## config.mk

```make
export PLATFORM = sky130hd
export DESIGN_NAME = login_lockout_session_guard
export DESIGN_NICKNAME = d
export VERILOG_FILES = /design/src/rtl/llsg_pkg.sv /design/src/rtl/llsg_csr.sv /design/src/rtl/llsg_core.sv /design/src/rtl/llsg_div.sv /design/src/rtl/login_lockout_session_guard.sv
export SDC_FILE = /design/constraint.sdc
export NUM_CORES = 2
export LEC_CHECK = 0
export ABC_CLOCK_PERIOD_IN_PS = 12300
export BUFFER_PORTS_ARGS = -buffer_cell sky130_fd_sc_hd__buf_2
export CORE_MARGIN = 5
export CORE_UTILIZATION = 25
export DETAILED_ROUTE_END_ITERATION = 6
export GPL_ROUTABILITY_DRIVEN = 0
export SYNTH_ARGS = -nofsm -noshare
export SYNTH_HDL_FRONTEND = slang
export SYNTH_HIERARCHICAL = 1
export SYNTH_SLANG_ARGS = --single-unit
```

## constraint.sdc

```tcl
create_clock -name clock -period 12.3 [get_ports clock]
set_input_delay 2.46 -clock clock [delete_from_list [all_inputs] [get_ports clock]]
set_output_delay 2.46 -clock clock [all_outputs]
set_load 0.02 [all_outputs]
```

## src/rtl/llsg_pkg.sv

```systemverilog
// Package for the login lockout and session guard.
// Holds the shared types, reset values and codes used by every module.
// No dependencies.
`default_nettype none

package llsg_pkg;

   // Reset values of the configuration registers
   localparam logic [7:0]  RST_MAX_FAILED   = 8'd5;
   localparam logic [31:0] RST_BASE_LOCKOUT = 32'd30000;
   localparam logic [7:0]  RST_GROWTH       = 8'd3;
   localparam logic [31:0] RST_MIN_GAP      = 32'd1000;
   localparam logic [31:0] RST_SESSION_TMO  = 32'd300000;

   localparam int CSR_ADDR_W = 3;
   localparam int CSR_DATA_W = 32;
   localparam int REM_W      = 23;

   // Exact unsigned divide by 1000 for 32-bit values: (x * MULT) >> SHIFT
   localparam logic [28:0] DIV1000_MULT  = 29'd274877907;
   localparam int          DIV1000_SHIFT = 38;

   localparam logic [7:0] FAIL_SAT = 8'hFF;

   typedef enum logic [CSR_ADDR_W-1:0] {
      CSR_MAX_FAILED   = 3'd0,
      CSR_BASE_LOCKOUT = 3'd1,
      CSR_GROWTH       = 3'd2,
      CSR_MIN_GAP      = 3'd3,
      CSR_SESSION_TMO  = 3'd4
   } csr_index_type;

   typedef enum logic [1:0] {
      OP_LOGIN  = 2'd0,
      OP_LOGOUT = 2'd1,
      OP_STATUS = 2'd2,
      OP_ACCESS = 2'd3
   } op_type;

   typedef enum logic [2:0] {
      ST_OK      = 3'd0,
      ST_RATE    = 3'd1,
      ST_LOCKED  = 3'd2,
      ST_BADPASS = 3'd3,
      ST_NOAUTH  = 3'd4
   } status_type;

   typedef struct packed {
      logic [7:0]  max_failed;
      logic [31:0] base_lockout;
      logic [7:0]  growth;
      logic [31:0] min_gap;
      logic [31:0] session_tmo;
   } cfg_type;

   typedef struct packed {
      op_type      op;
      logic [31:0] now_ms;
      logic [31:0] client_id;
      logic        password_ok;
   } req_type;

   // Result of the decision stage, lockout time still in milliseconds
   typedef struct packed {
      status_type  status;
      logic        authenticated;
      logic        locked;
      logic [31:0] left_ms;
      logic [7:0]  failed_attempts;
      logic        lockout_began;
   } decision_type;

endpackage

`default_nettype wire

```

## src/rtl/llsg_csr.sv

```systemverilog
// Configuration register file of the login guard.
// Depends on llsg_pkg for register indexes and reset values.
`default_nettype none

module llsg_csr
   import llsg_pkg::*;
(
   input  wire logic                  clock,
   input  wire logic                  reset,
   input  wire logic                  csr_we,
   input  wire logic [CSR_ADDR_W-1:0] csr_addr,
   input  wire logic [CSR_DATA_W-1:0] csr_wdata,
   output cfg_type                    cfg
);

   cfg_type cfg_ff;

   // Write the addressed register; ignore unused indexes
   always_ff @(posedge clock) begin
      if (reset) begin
         cfg_ff.max_failed   <= RST_MAX_FAILED;
         cfg_ff.base_lockout <= RST_BASE_LOCKOUT;
         cfg_ff.growth       <= RST_GROWTH;
         cfg_ff.min_gap      <= RST_MIN_GAP;
         cfg_ff.session_tmo  <= RST_SESSION_TMO;
      end else if (csr_we) begin
         unique case (csr_addr)
            CSR_MAX_FAILED:   cfg_ff.max_failed   <= csr_wdata[7:0];
            CSR_BASE_LOCKOUT: cfg_ff.base_lockout <= csr_wdata;
            CSR_GROWTH:       cfg_ff.growth       <= csr_wdata[7:0];
            CSR_MIN_GAP:      cfg_ff.min_gap      <= csr_wdata;
            CSR_SESSION_TMO:  cfg_ff.session_tmo  <= csr_wdata;
            default: ;
         endcase
      end
   end

   assign cfg = cfg_ff;

endmodule

`default_nettype wire

```

## src/rtl/llsg_core.sv

```systemverilog
// Decision stage of the login guard: lockout, rate and session state.
// Updates the guard state once per transaction and registers the decision.
// Depends on llsg_pkg.
`default_nettype none

module llsg_core
   import llsg_pkg::*;
(
   input  wire logic    clock,
   input  wire logic    reset,
   input  wire cfg_type cfg,
   input  wire logic    in_valid,
   input  wire req_type in_req,
   output logic         in_ready,
   output logic         dec_valid,
   output decision_type dec,
   input  wire logic    dec_ready
);

   // Guard state
   logic [7:0]  fail_count_ff,    fail_count_in;
   logic [31:0] lock_start_ff,    lock_start_in;
   logic [31:0] lock_span_ff,     lock_span_in;
   logic        lock_valid_ff,    lock_valid_in;
   logic [31:0] lockout_length_ff, lockout_length_in;
   logic [31:0] last_login_ff,    last_login_in;
   logic [31:0] session_client_ff, session_client_in;
   logic [31:0] last_activity_ff, last_activity_in;

   // Decision register
   logic         dec_valid_ff;
   decision_type dec_ff, dec_in;

   logic        take;
   logic [31:0] elapsed, left_cur, since_login, idle_time;
   logic        in_force, rate_hit, match, live, lock_expired;
   logic [39:0] grown;
   logic [31:0] grown_sat;
   logic [7:0]  fc_base, fc_inc;
   logic        trip;

   assign in_ready = !dec_valid_ff || dec_ready;
   assign take     = in_valid && in_ready;

   // Lockout observation at the event time
   always_comb begin
      elapsed      = in_req.now_ms - lock_start_ff;
      in_force     = lock_valid_ff && (elapsed < lock_span_ff);
      left_cur     = in_force ? (lock_span_ff - elapsed) : 32'd0;
      lock_expired = lock_valid_ff && !in_force;
      since_login  = in_req.now_ms - last_login_ff;
      rate_hit     = since_login < cfg.min_gap;
      idle_time    = in_req.now_ms - last_activity_ff;
      match        = (in_req.client_id != 32'd0) && (in_req.client_id == session_client_ff);
      live         = match && (idle_time < cfg.session_tmo);
      grown        = {8'd0, lockout_length_ff} * {32'd0, cfg.growth};
      grown_sat    = (grown[39:32] != 8'd0) ? 32'hFFFF_FFFF : grown[31:0];
      fc_base      = lock_expired ? 8'd0 : fail_count_ff;
      fc_inc       = (fc_base == FAIL_SAT) ? fc_base : fc_base + 8'd1;
      trip         = fc_inc >= cfg.max_failed;
   end

   // Next state and decision for the event in the input register
   always_comb begin
      fail_count_in     = fail_count_ff;
      lock_start_in     = lock_start_ff;
      lock_span_in      = lock_span_ff;
      lock_valid_in     = lock_valid_ff;
      lockout_length_in = lockout_length_ff;
      last_login_in     = last_login_ff;
      session_client_in = session_client_ff;
      last_activity_in  = last_activity_ff;

      dec_in.status          = ST_OK;
      dec_in.authenticated   = 1'b0;
      dec_in.lockout_began   = 1'b0;
      dec_in.left_ms         = left_cur;

      unique case (in_req.op)
         OP_LOGIN: begin
            dec_in.authenticated = live;
            if (rate_hit) begin
               dec_in.status = ST_RATE;
            end else begin
               last_login_in = in_req.now_ms;
               if (in_force) begin
                  dec_in.status = ST_LOCKED;
               end else if (in_req.password_ok) begin
                  session_client_in    = in_req.client_id;
                  last_activity_in     = in_req.now_ms;
                  fail_count_in        = 8'd0;
                  lock_valid_in        = 1'b0;
                  lockout_length_in    = cfg.base_lockout;
                  dec_in.authenticated = in_req.client_id != 32'd0;
               end else begin
                  dec_in.status = ST_BADPASS;
                  lock_valid_in = 1'b0;
                  fail_count_in = fc_inc;
                  if (trip) begin
                     lock_start_in        = in_req.now_ms;
                     lock_span_in         = lockout_length_ff;
                     lockout_length_in    = grown_sat;
                     dec_in.lockout_began = 1'b1;
                     dec_in.left_ms       = lockout_length_ff;
                     // A zero-length lockout runs out at once and clears the count
                     if (lockout_length_ff != 32'd0) begin
                        lock_valid_in = 1'b1;
                     end else begin
                        fail_count_in = 8'd0;
                     end
                  end
               end
            end
         end
         OP_LOGOUT: begin
            if (match) begin
               session_client_in = 32'd0;
               last_activity_in  = 32'd0;
            end else begin
               dec_in.status = ST_NOAUTH;
            end
         end
         OP_STATUS: begin
            if (lock_expired) begin
               lock_valid_in = 1'b0;
               fail_count_in = 8'd0;
            end
            if (!in_force && match) begin
               if (live) begin
                  dec_in.authenticated = 1'b1;
               end else begin
                  session_client_in = 32'd0;
               end
            end
         end
         OP_ACCESS: begin
            if (live) begin
               last_activity_in     = in_req.now_ms;
               dec_in.authenticated = 1'b1;
            end else begin
               dec_in.status = ST_NOAUTH;
               if (match) begin
                  session_client_in = 32'd0;
               end
            end
         end
      endcase

      dec_in.failed_attempts = fail_count_in;
      dec_in.locked          = dec_in.left_ms != 32'd0;
   end

   // Hold state; advance it and the decision register on each accepted transaction
   always_ff @(posedge clock) begin
      if (reset) begin
         fail_count_ff     <= 8'd0;
         lock_start_ff     <= 32'd0;
         lock_span_ff      <= 32'd0;
         lock_valid_ff     <= 1'b0;
         lockout_length_ff <= RST_BASE_LOCKOUT;
         last_login_ff     <= 32'd0;
         session_client_ff <= 32'd0;
         last_activity_ff  <= 32'd0;
         dec_valid_ff      <= 1'b0;
      end else begin
         if (take) begin
            fail_count_ff     <= fail_count_in;
            lock_start_ff     <= lock_start_in;
            lock_span_ff      <= lock_span_in;
            lock_valid_ff     <= lock_valid_in;
            lockout_length_ff <= lockout_length_in;
            last_login_ff     <= last_login_in;
            session_client_ff <= session_client_in;
            last_activity_ff  <= last_activity_in;
         end
         if (in_ready) begin
            dec_valid_ff <= in_valid;
         end
      end
   end

   always_ff @(posedge clock) begin
      if (take) begin
         dec_ff <= dec_in;
      end
   end

   assign dec_valid = dec_valid_ff;
   assign dec       = dec_ff;

endmodule

`default_nettype wire

```

## src/rtl/llsg_div.sv

```systemverilog
// Output stage of the login guard: lockout time in seconds and the result register.
// Divides by 1000 through a reciprocal multiply. Depends on llsg_pkg.
`default_nettype none

module llsg_div
   import llsg_pkg::*;
(
   input  wire logic         clock,
   input  wire logic         reset,
   input  wire logic         dec_valid,
   input  wire decision_type dec,
   output logic              dec_ready,
   output logic              rsp_tvalid,
   input  wire logic         rsp_tready,
   output logic [39:0]       rsp_tdata
);

   logic             rsp_valid_ff;
   logic [39:0]      rsp_data_ff, rsp_data_in;
   logic [60:0]      prod;
   logic [REM_W-1:0] rem_sec;

   assign dec_ready = !rsp_valid_ff || rsp_tready;

   // Exact quotient of a 32-bit value by 1000
   always_comb begin
      prod        = {29'd0, dec.left_ms} * {32'd0, DIV1000_MULT};
      rem_sec     = prod[DIV1000_SHIFT +: REM_W];
      rsp_data_in = {3'd0, dec.lockout_began, dec.failed_attempts, rem_sec,
                     dec.locked, dec.authenticated, dec.status};
   end

   always_ff @(posedge clock) begin
      if (reset) begin
         rsp_valid_ff <= 1'b0;
      end else if (dec_ready) begin
         rsp_valid_ff <= dec_valid;
      end
   end

   always_ff @(posedge clock) begin
      if (dec_ready && dec_valid) begin
         rsp_data_ff <= rsp_data_in;
      end
   end

   assign rsp_tvalid = rsp_valid_ff;
   assign rsp_tdata  = rsp_data_ff;

endmodule

`default_nettype wire

```

## src/rtl/login_lockout_session_guard.sv

```systemverilog
// Login lockout and session guard, top level.
// An accepted request passes the input register, the decision register and the
// output register on its way to the response. Throughput: one transaction per
// cycle while rsp_tready is high; the decision stage reads the guard state and
// rewrites it in the same cycle. Reset (synchronous, active high) empties the
// stages, clears the guard state and restores the config registers to defaults.
`default_nettype none

module login_lockout_session_guard
   import llsg_pkg::*;
(
   input  wire logic                  clock,
   input  wire logic                  reset,
   input  wire logic                  req_tvalid,
   output logic                       req_tready,
   input  wire logic [71:0]           req_tdata,  // now_ms, client_id, password_ok, zero pad
   input  wire logic [1:0]            req_tuser,  // op
   output logic                       rsp_tvalid,
   input  wire logic                  rsp_tready,
   // status, authenticated, locked, remaining_seconds, failed_attempts,
   // lockout_began, zero pad
   output logic [39:0]                rsp_tdata,
   input  wire logic                  csr_we,
   input  wire logic [CSR_ADDR_W-1:0] csr_addr,
   input  wire logic [CSR_DATA_W-1:0] csr_wdata
);

   cfg_type      cfg;
   logic         in_valid_ff;
   req_type      in_req_ff, in_req_in;
   logic         core_ready;
   logic         dec_valid, dec_ready;
   decision_type dec;
   logic         req_take;

   assign req_tready = !in_valid_ff || core_ready;
   assign req_take   = req_tvalid && req_tready;

   // Unpack the request transaction
   always_comb begin
      in_req_in.op          = op_type'(req_tuser);
      in_req_in.now_ms      = req_tdata[31:0];
      in_req_in.client_id   = req_tdata[63:32];
      in_req_in.password_ok = req_tdata[64];
   end

   // Input register
   always_ff @(posedge clock) begin
      if (reset) begin
         in_valid_ff <= 1'b0;
      end else if (req_tready) begin
         in_valid_ff <= req_tvalid;
      end
   end

   always_ff @(posedge clock) begin
      if (req_take) begin
         in_req_ff <= in_req_in;
      end
   end

   llsg_csr u_csr (
      .clock     (clock),
      .reset     (reset),
      .csr_we    (csr_we),
      .csr_addr  (csr_addr),
      .csr_wdata (csr_wdata),
      .cfg       (cfg)
   );

   llsg_core u_core (
      .clock     (clock),
      .reset     (reset),
      .cfg       (cfg),
      .in_valid  (in_valid_ff),
      .in_req    (in_req_ff),
      .in_ready  (core_ready),
      .dec_valid (dec_valid),
      .dec       (dec),
      .dec_ready (dec_ready)
   );

   llsg_div u_div (
      .clock      (clock),
      .reset      (reset),
      .dec_valid  (dec_valid),
      .dec        (dec),
      .dec_ready  (dec_ready),
      .rsp_tvalid (rsp_tvalid),
      .rsp_tready (rsp_tready),
      .rsp_tdata  (rsp_tdata)
   );

endmodule

`default_nettype wire
```

==> impl_results.md <==
* Status: complete, no violations
* Share of flip-flops with an asynchronous set or reset at 0%
* Non-Filler Instances at roughly 8k
* Crit share post-route at between 80% and 90%
* DRT antenna net count at 0
* Die X at between 400 and 500 um
* P_sw at approximately 4.4 mW
* All-Layer GR Usage at 13.0%
* Int Power at 4.95 mW
* Drt pass-1 iters at 5
* IO buf count at 145
* I/O Pins at around 160
* Critical-path top delay cell: a311oi_1
* Reg2reg path depth at 39
* Worst hold start: u_core/dec[2]
* Synth Register Bits at about 470
* Crit path largest cell delay at 0.58 ns
* Cells after Synth at 5409
* DP Area at approximately 53000 sq um
* Fin. Hold Viols at 0
* Area of the mapped netlist at 49100 sq um
* Pwr dens at approximately 170 nW/um^2
* Crit path DAT at 11.12 ns
* Max frequency at 92.8 MHz
* Setup tns final at 0 ns
* DRC at 0
* Slew Limit Headroom at about 18%
* CTS Sinks at about 470
* Htree depth at 2
* Die Ht at 453 um
* DIE AREA at around 200000 sq um
* Setup Buffers After CTS at 0
* Cells after DPL at roughly 8k
* Slew @ Worst Pin at 1.22 ns
* Hold Crit Class: flip-flop to flip-flop
* Syn_area_per_cell at roughly 9.1 sq um
* Post-synth top flop: dfxtp_1
* Via density at around 4.6
* Synth cell types at 95
* Worst EP required at approximately 13 ns
* First-pass GRT wire length at about 210 mm
* TritonCTS clock tree: built
* Post-CTS Hold Buffers at 0
* Clk_skew at around 0.071 ns
* Total routed wirelength at between 100 and 150 mm
* Clk pin slew, worst setup/hold paths at ~0.060 ns
* Number of synthesized flops with an enable pin at 150
* Critical path class: flip-flop to flip-flop
* Max Cap Viol at 0
* FF/Latch Area at 10800 sq um
* Crit end category: flip-flop
* Worst skew pair latency at ~0.7 ns
* Fill cells at about 21k
* Total leakage power at 25.1 nW
* Most used cell, CP: a21oi_1
* WL per Instance at around 17 um
* PostCTS Resize Cnt at 0
* HPWL after DPL at around 110 mm
* Core ar. at ~190000 sq um
* DRT iter0 DRCs at approximately 2.5k
* Max clock buf depth at 3
* Count of pins over their slew limit at 0
* ANT cells at 0
* WHS Endpoint: u_div/rsp_tdata[29]
* Startpoint types: flip-flop
* Multi-input combinational cell area at between 30000 and 40000 sq um
* Design area at approximately 54000 sq um
* VDD IR-drop max at roughly 0.00024 V
* Power share of the combinational group at between 60 and 70%
* Root Driver: clkbuf_16
* Largest net degree at the start of global routing at ~170
* Clock share of power at between 10% and 20%
* CP Max Fanout at 32
* Vias in the first global route at a little under 40k
* Minimum clock period at ~11 ns
* Vias at 37.2k
* # setup viols final at 0
* Cts bufs inserted at 53
* GRT overflow at 0
* Reg-to-reg critical path startpoint: in_req_ff[33]
* Hold Slack at 0.431 ns
* Hold path depth at 0
* Unrepaired setup endpoints after global routing: false
* Share of layout cells above drive strength 1 at approximately 5.7%
* Nets at 6702
* Reg power frac at 19.0%
* Initial antenna violation count at 21
* Sequential area share after synthesis at 22.1%
* Sw Share at 47.0%
* Worst R2R Setup Slack at roughly 1.5 ns
* Ys Warns at 6
* FF-to-FF End: u_core/dec[41]
* Layout area overhead at 11.1%
* Initial core utilization at between 20% and 30%
* FP Rows at ~160
[area by class of cell]
cell class              instances  area share (%)
flip-flops and latches        466            19.9
multi-input cells            3840            62.5
clock buffers                  58            2.49
clock inverters                42           0.971
inverters                     927            6.39
well taps                    2624            6.03
repair buffers                174            1.77
[cells by family after synthesis]
logic type,share of synthesized area [%]
AOI/OAI and AO/OA,11.3
xor gates and xnor gates,3.41
buffers and inverters,8.66
adders and majority gates,36.1
and+or+nand+nor,14.7
DFF,22.1
other,0.00764
muxes,3.81
[through the flow]
stage	total power, mW	util, %	worst slack (ns)
after CTS	9.32	27.9	1.59
final	9.33	27.9	1.53
after global routing	10.2	27.9	0.726
after floorplan	6.03	-	3.61
after detailed placement	7.51	27.0	1.67
after global placement	7.43	27.0	1.77
[state kept, by name, summed over array words and instances, names as in the netlist]
register	flops
u_core/last_login_ff	32
u_core/dec	46
u_core/lock_start_ff	32
u_core/lock_valid_ff	1
u_div/rsp_tdata	37
u_core/fail_count_ff	8
in_valid_ff	1
u_core/lockout_length_ff	32
u_div/rsp_tvalid	1
u_core/dec_valid	1
u_csr/cfg	112
u_core/last_activity_ff	32
in_req_ff	67
u_core/session_client_ff	32
u_core/lock_span_ff	32
[synthesized netlist by cell type, drive strengths merged (40+ instances only)]
master  number  area [sq um]
a21o       100           751
a21oi      328          1650
and2       152           953
buf         40           235
clkbuf     137           524
dfxtp      316          6330
edfxtp     150          4500
fa         482          9650
ha         644          8060
inv        926          3480
mux2i      182          1820
nand2      572          2150
nand2b     222          1400
nand3       77           398
nand4       43           269
nor2       184           691
nor3        52           270
o21ai      173           892
o21bai      45           338
xnor2       92           806
xor2        99           867
[critical path, delay by kind of cell, from the launching register on]
family / cells / cell delay (ns)
buffers and inverters: 3 / 0.27
muxes: 2 / 0.79
adders and majority gates: 5 / 1.42
xor gates and xnor gates: 1 / 0.09
and+or+nand+nor: 9 / 2.73
AOI/OAI and AO/OA: 19 / 4.73
DFF: 1 / 0.42
[worst max path at each step]
stage                        startpoint              to  cells past startpoint
after floorplan           in_req_ff[33]  u_core/dec[41]                     38
after global placement    in_req_ff[33]  u_core/dec[41]                     39
after detailed placement  in_req_ff[33]  u_core/dec[41]                     39
after CTS                 in_req_ff[33]  u_core/dec[41]                     39
after global routing      in_req_ff[33]  u_core/dec[41]                     39
final                     in_req_ff[33]  u_core/dec[41]                     39
[power by group through the flow]
stage	Combinational, mW	Sequential, mW	Clock, mW
after floorplan	4.23	1.80	0
after global placement	5.62	1.81	0
after detailed placement	5.70	1.81	0
after CTS	5.75	1.78	1.79
after global routing	6.57	1.78	1.86
final	5.82	1.78	1.73
[layout by cell type (no fill, tap or decap), drive strengths merged, types with 17 or more instances in the layout]
cell type  instances
nor2             184
and3              26
fa               482
o211ai            22
a31oi             30
a211oi            22
and2             152
xnor2             92
edfxtp           150
mux2i            182
xor2              99
a21oi            328
or3               17
o21bai            45
buf              174
nor4              31
nand3             77
inv              931
nand2            572
clkinv            22
nor2b             29
o21a              27
nand2b           222
clkbuf            58
dfxtp            316
nand4             43
a21o             100
ha               644
o21ai            173
nor3              52
o221ai            23
[layer usage]
layer / GRT usage [%] / share of wire (%)
met2: 21.1 / 45
met1: 17.6 / 47
met4: 4.07 / 3.4
met3: 1.99 / 5.3
met5: 0 / 0.0097
Note: power is estimated with default switching activity, not from simulation.
